==> src/hdl/ptr_pkg.sv <==
// Shared types, widths and codes for the planar tensor rotation unit.
package ptr_pkg;

    // Widths
    localparam int DATA_W  = 32;   // payload word, Q16.16
    localparam int FRAC    = 16;   // fraction bits of the trig registers
    localparam int TRIG_W  = 18;   // trig register width
    localparam int ANG_W   = 19;   // trig value after optional negation
    localparam int POW1_W  = 20;   // cc, ss, sc
    localparam int POW2_W  = 22;   // c4, s4, s2c2, sc3, s3c
    localparam int COMB_W  = 36;   // pre-added data combinations
    localparam int PROD_W  = COMB_W + POW2_W;
    localparam int ACC_W   = 64;   // exact sums
    localparam int N_LANES = 18;   // multiplier lanes
    localparam int N_RES   = 6;    // result words
    localparam int N_REGS  = 6;
    localparam int IDX_W   = 3;

    // Register indexes
    localparam logic [IDX_W-1:0] REG_COS_T  = 3'd0;
    localparam logic [IDX_W-1:0] REG_SIN_T  = 3'd1;
    localparam logic [IDX_W-1:0] REG_COS_2T = 3'd2;
    localparam logic [IDX_W-1:0] REG_SIN_2T = 3'd3;
    localparam logic [IDX_W-1:0] REG_COS_4T = 3'd4;
    localparam logic [IDX_W-1:0] REG_SIN_4T = 3'd5;

    typedef enum logic [1:0] {
        ACT_STRESS = 2'd0,
        ACT_TENSOR = 2'd1,
        ACT_MATRIX = 2'd2,
        ACT_NONE   = 2'd3
    } t_action;

    // Final rounding shift of one result word
    typedef enum logic [1:0] {
        RND_16 = 2'd0,
        RND_17 = 2'd1,
        RND_19 = 2'd2
    } t_rnd;

    typedef logic signed [DATA_W-1:0] t_word;
    typedef logic signed [ANG_W-1:0]  t_ang;
    typedef logic signed [COMB_W-1:0] t_combw;
    typedef logic signed [POW2_W-1:0] t_pw;
    typedef logic signed [ACC_W-1:0]  t_acc;

    typedef struct packed {
        t_action action;
        logic    rotate_out;
        logic    index_sel;
        t_word   in_a0;
        t_word   in_a1;
        t_word   in_a2;
        t_word   in_a3;
        t_word   in_a4;
        t_word   in_a5;
    } t_in_item;

    typedef struct packed {
        t_word out_b0;
        t_word out_b1;
        t_word out_b2;
        t_word out_b3;
        t_word out_b4;
        t_word out_b5;
        logic  saturated;
    } t_out_item;

    // Trig values with the rotation sign applied; sp is the unsigned-direction sine
    typedef struct packed {
        t_ang c;
        t_ang s;
        t_ang c2;
        t_ang s2;
        t_ang c4;
        t_ang s4;
        t_ang sp;
    } t_trig;

    typedef struct packed {
        t_combw p;
        t_combw d;
        t_combw xy2;
        t_combw s1122;
        t_combw d1122;
        t_combw s1323;
        t_combw d1323;
        t_combw mixin;
        t_combw ks4;
        t_combw k1;
        t_combw k5;
    } t_comb;

    typedef struct packed {
        t_pw c4;
        t_pw s4;
        t_pw s2c2;
        t_pw sc3;
        t_pw s3c;
    } t_pow;

    // Input register stage
    typedef struct packed {
        logic     valid;
        t_in_item item;
        t_trig    trig;
    } t_s0;

    // After trig powers
    typedef struct packed {
        logic     valid;
        t_in_item item;
        t_trig    trig;
        t_comb    comb;
        t_pow     pow;
    } t_s2;

    // Two addends and a rounding shift per result word
    typedef struct packed {
        logic                   valid;
        t_rnd [N_RES-1:0]       rsel;
        t_acc [N_RES-1:0]       x;
        t_acc [N_RES-1:0]       y;
    } t_s4;

endpackage

==> src/hdl/ptr_sat.sv <==
// Final add, round half up and saturation into the output register.
module ptr_sat (
    input  logic               i_clk,
    input  logic               i_rst_n,
    input  ptr_pkg::t_s4       i_s4,
    output logic               o_done,
    output ptr_pkg::t_out_item o_result
);
    import ptr_pkg::*;

    localparam t_acc HALF16 = ACC_W'(1) <<< (FRAC - 1);
    localparam t_acc HALF17 = ACC_W'(1) <<< FRAC;
    localparam t_acc HALF19 = ACC_W'(1) <<< (FRAC + 2);

    t_acc      v   [N_RES];
    t_acc      rv  [N_RES];
    t_word     res [N_RES];
    logic      clip [N_RES];
    t_out_item n_result;

    // Per word: sum, round, clip to the payload width
    always_comb begin
        for (int i = 0; i < N_RES; i++) begin
            v[i] = $signed(i_s4.x[i]) + $signed(i_s4.y[i]);
            case (i_s4.rsel[i])
                RND_16:  rv[i] = (v[i] + HALF16) >>> FRAC;
                RND_17:  rv[i] = (v[i] + HALF17) >>> (FRAC + 1);
                RND_19:  rv[i] = (v[i] + HALF19) >>> (FRAC + 3);
                default: rv[i] = (v[i] + HALF16) >>> FRAC;
            endcase
            clip[i] = !((&rv[i][ACC_W-1:DATA_W-1]) || !(|rv[i][ACC_W-1:DATA_W-1]));
            if (clip[i]) begin
                res[i] = rv[i][ACC_W-1] ? {1'b1, {(DATA_W-1){1'b0}}}
                                        : {1'b0, {(DATA_W-1){1'b1}}};
            end else begin
                res[i] = rv[i][DATA_W-1:0];
            end
        end
        n_result.out_b0    = res[0];
        n_result.out_b1    = res[1];
        n_result.out_b2    = res[2];
        n_result.out_b3    = res[3];
        n_result.out_b4    = res[4];
        n_result.out_b5    = res[5];
        n_result.saturated = clip[0] | clip[1] | clip[2] | clip[3] | clip[4] | clip[5];
    end

    always_ff @(posedge i_clk) begin
        o_result <= n_result;
        if (!i_rst_n) begin
            o_done <= 1'b0;
        end else begin
            o_done <= i_s4.valid;
        end
    end

endmodule

==> config.mk <==
export PLATFORM = sky130hd
export DESIGN_NAME = ptr_sat
export DESIGN_NICKNAME = d
export VERILOG_FILES = /design/src/hdl/ptr_pkg.sv /design/src/hdl/ptr_sat.sv
export SDC_FILE = /design/constraint.sdc
export NUM_CORES = 2
export LEC_CHECK = 0
export BUFFER_PORTS_ARGS = -buffer_cell sky130_fd_sc_hd__buf_2
export CAP_MARGIN = 5
export CELL_PAD_IN_SITES_DETAIL_PLACEMENT = 1
export CELL_PAD_IN_SITES_GLOBAL_PLACEMENT = 1
export CORE_MARGIN = 2
export CORE_UTILIZATION = 40
export CTS_CLUSTER_SIZE = 8
export DETAILED_ROUTE_END_ITERATION = 12
export GPL_ROUTABILITY_DRIVEN = 0
export HOLD_SLACK_MARGIN = 0.1
export PLACE_DENSITY_LB_ADDON = 0.1
export SLEW_MARGIN = 10
export SYNTH_ARGS = -nofsm -noshare
export SYNTH_HDL_FRONTEND = slang
export SYNTH_SLANG_ARGS = --single-unit
==> constraint.sdc <==
create_clock -name i_clk -period 6.6 [get_ports i_clk]
set_input_delay 0.66 -clock i_clk [delete_from_list [all_inputs] [get_ports i_clk]]
set_output_delay 0.66 -clock i_clk [all_outputs]
set_load 0.01 [all_outputs]
==> flow_summary_export.csv <==
group,metric,value,unit
yosys,synth_top_family_by_area,"simple AND/OR/NAND/NOR gates",
setup_path,cp_top_family,"compound AO/OA/AOI/OAI gates",
drt,first_pass_iters,8,
layout,layout-area-overhead-vs-synth,18.8,%
yosys,synth-seq-area-share,6.74,%
timing,measured_slew_at_the_worst_slew_check_pin,1220,ps
yosys,post-synth-top-area-fraction,8.74,%
pwr,powerDensity,175,nW/µm²
timing,timing_hold_violations_final,0,
pwr,peakVddDrop,0.203,mV
yosys,syn_area_per_cell,6.72,µm²
yosys,synthesis.area,57600,µm²
pwr,cellLeakagePower,0.0261,µW
cts,postCtsHoldBufs,0,
timing,drv_slew,0,
timing,setup-tns-final,0,ps
cts,cts_max_level,4,
yosys,synth.area.top_cells,"ha_1, xnor2_1, dfxtp_1",
floorplanning,core-area,143000,µm²
setup_path,critPathBufInv,5,
setup_path,crit_path_max_incr_delay,620,ps
floorplanning,die_w,383,µm
yosys,yosys_warnings,0,
drt,route.final.wire_length,317000,µm
yosys,synth.mux.area_fraction,1.51,%
yosys,netlist_instances,8575,
yosys,area_share_of_xor_xnor_cells_in_the_synthesized_design,12.0,%
drt,vias,79300,
floorplanning,initial_utilization,40.2,%
setup_path,path_common_cell,"buf_4",
yosys,synthSimpleGateAreaFrac,34.1,%
yosys,synth_adder_area_share,8.74,%
run_status,run_status,"finished clean",
yosys,ys_async_sr_fraction,0,%
yosys,netlist.top_cell.by_area,"ha_1",
layout,commonest_non_fill_non_tap_cells_in_the_layout,"buf_2, nand2_1, a21oi_1, nor2_1, buf_4",
placed_design,post-place-cells,11600,
cts,clkSlewWorstSetupHoldPaths,110,ps
setup_path,crit_arrival,6860,ps
setup_path,timing_worst_setup_path_type,"in -> reg",
drt,drt-vias-per-instance,6.79,
grt,antenna_found_initial,53,
flow_run,maxCapViolCount,0,
floorplanning,fp.dieArea,147000,µm²
placed_design,post-dp-hpwl,267000,µm
layout,num-nets-final,10900,
setup_path,setup.worst_path.end_class,"flop",
yosys,synth-compound-area-share,32.5,%
cts,cts_inserted_buffers,17,
setup_path,timing.critical_path.fanout_max,27,
timing,setup-violations-final,0,
cts,cts_root_buf,"clkbuf_16",
grt,groute.usage.overall,40.7,%
grt,grt_first_pass_wirelength,471000,µm
yosys,synth_enable_flop_cells,0,
setup_path,crit_chain,"buf_2, ha_1, a211oi_1, nor2_1, o31ai_2, a311oi_1, nor3b_1, xnor2_1, and3_1, buf_4, nand4_1, buf_4, nor3_1, xnor2_1, a222oi_1, a2111oi_0, o2111ai_1, o41a_1, buf_4, buf_4, o21ai_0",
drt,antenna_violating_nets_post_route,0,
yosys,yosys.cell_types.count,126,
layout,fillers,19200,
floorplanning,placementRows,139,
layout,layout-drive-gt1-share,19.9,%
drt,wire_per_inst,27.2,µm
yosys,post_synthesis_sequential_element_count,194,
setup_path,crit_path_top_delay_cell,"a2111oi_0",
grt,gr-total-overflow,0,
cts,cts-root-to-sink-buffers,2,
drt,drt_iter0_drc,9590,
floorplanning,design.portCount,977,
setup_path,critical_path.startpoint_type,"input pin",
layout,utilization,47.7,%
grt,grt_max_degree,58,
timing,post-route-period-util,96.5,%
layout,instances_no_fill,11700,
timing,slew_headroom,17.9,%
setup_path,crit_path_required_time,7090,ps
timing,layout_min_cycle_time,6370,ps
cts,tritoncts_clock_tree,"built",
drt,drt_drc,0,
yosys,synth_ff_type,"dfxtp_1",
timing,rsz0062_at_grt,"no",
timing,timing.fmax,157,MHz
layout,final_common_cell,"buf_2",
placed_design,buffer_ports.inserted,976,
yosys,net_count_after_synthesis,9760,
cts,clock_sink_count,194,
grt,grt_pass1_vias,76800,
floorplanning,die_y,383,µm
hold_path,tightest_hold_check_type,"in -> reg",
path summary, 6_finish.rpt:
| path | start | to | slack, ps | cells past startpoint |
|---|---|---|---|---|
| max | i_s4[708] | o_result[9] | 230 | 21 |
| min | i_rst_n | o_done | 280 | 2 |
registers in the layout (all words and copies together), names as in the netlist:
| name | count |
|---|---|
| o_result | 193 |
| o_done | 1 |
synth_stat cells, drive strengths merged, types with 89 or more instances:
cell and count:
nand2 961, a21oi 741, nor2 704, o21ai 680, xnor2 553, ha 402, nand4 381, nor3 357
nand3 315, clkbuf 306, nor4 241, xor2 233, dfxtp 194, buf 150, inv 148, a21o 141
or3 122, and2 118, and3 104, a211oi 100, o211ai 98, a221oi 93, and4 92, a221o 89
cell families (layout without fill, tap and decap cells):
kind of cell / count (synthesis) / count (layout)
flops: 194 / 194
xor+xnor: 786 / 786
mux: 84 / 84
fa+ha+maj: 402 / 402
other cells: 0 / 29
simple gates: 3739 / 3739
compound gates: 2763 / 2763
buf+inv: 607 / 1772
routing by layer:
layer | GRT usage [%] | part of all wire [%] | up-vias
met5 | 0 | 0.051 | -
met4 | 23.0 | 6.4 | 26
met3 | 8.52 | 10 | 916
met2 | 62.4 | 43 | 4735
met1 | 52.8 | 41 | 38300
li1 | - | - | 35300
final cells by class:
type	count	area, µm²	share of cell area, %
Tap cell	1903	2380	3.48
Timing Repair Buffer	1589	9640	14.1
Clock buffer	17	425	0.622
Clock inverter	15	196	0.287
Inverter	151	567	0.829
Multi-Input combinational cell	7774	51200	74.9
Antenna cell	29	72.6	0.106
Sequential cell	194	3880	5.68
report_power, final:
part | leakage [µW] | switching, µW | total (µW) | internal [µW]
Sequential | 0.00163 | 230 | 1720 | 1490
Clock | 0.000300 | 676 | 1200 | 522
Combinational | 0.0241 | 5830 | 9050 | 3210
Total | 0.0261 | 6740 | 12000 | 5230
metrics by stage:
step	setup WS (ps)	total power [µW]	cell area (µm²)	hold slack, ps
after CTS	98.1	11700	68300	268
final	230	12000	68400	283
after floorplan	852	6910	57600	782
after global routing	1.15	12600	68400	271
after detailed placement	-471	10400	67700	882
after global placement	-297	10200	67700	870
timing repair:
| action | in CTS | in global routing |
|---|---|---|
| setup buffers | 0 | 3 |
| gates resized for setup | 0 | 7 |
| endpoints found under the hold margin | 0 | 0 |
| setup endpoints to repair | 0 | 40 |
No activity file was read; power rests on OpenSTA's default activity.
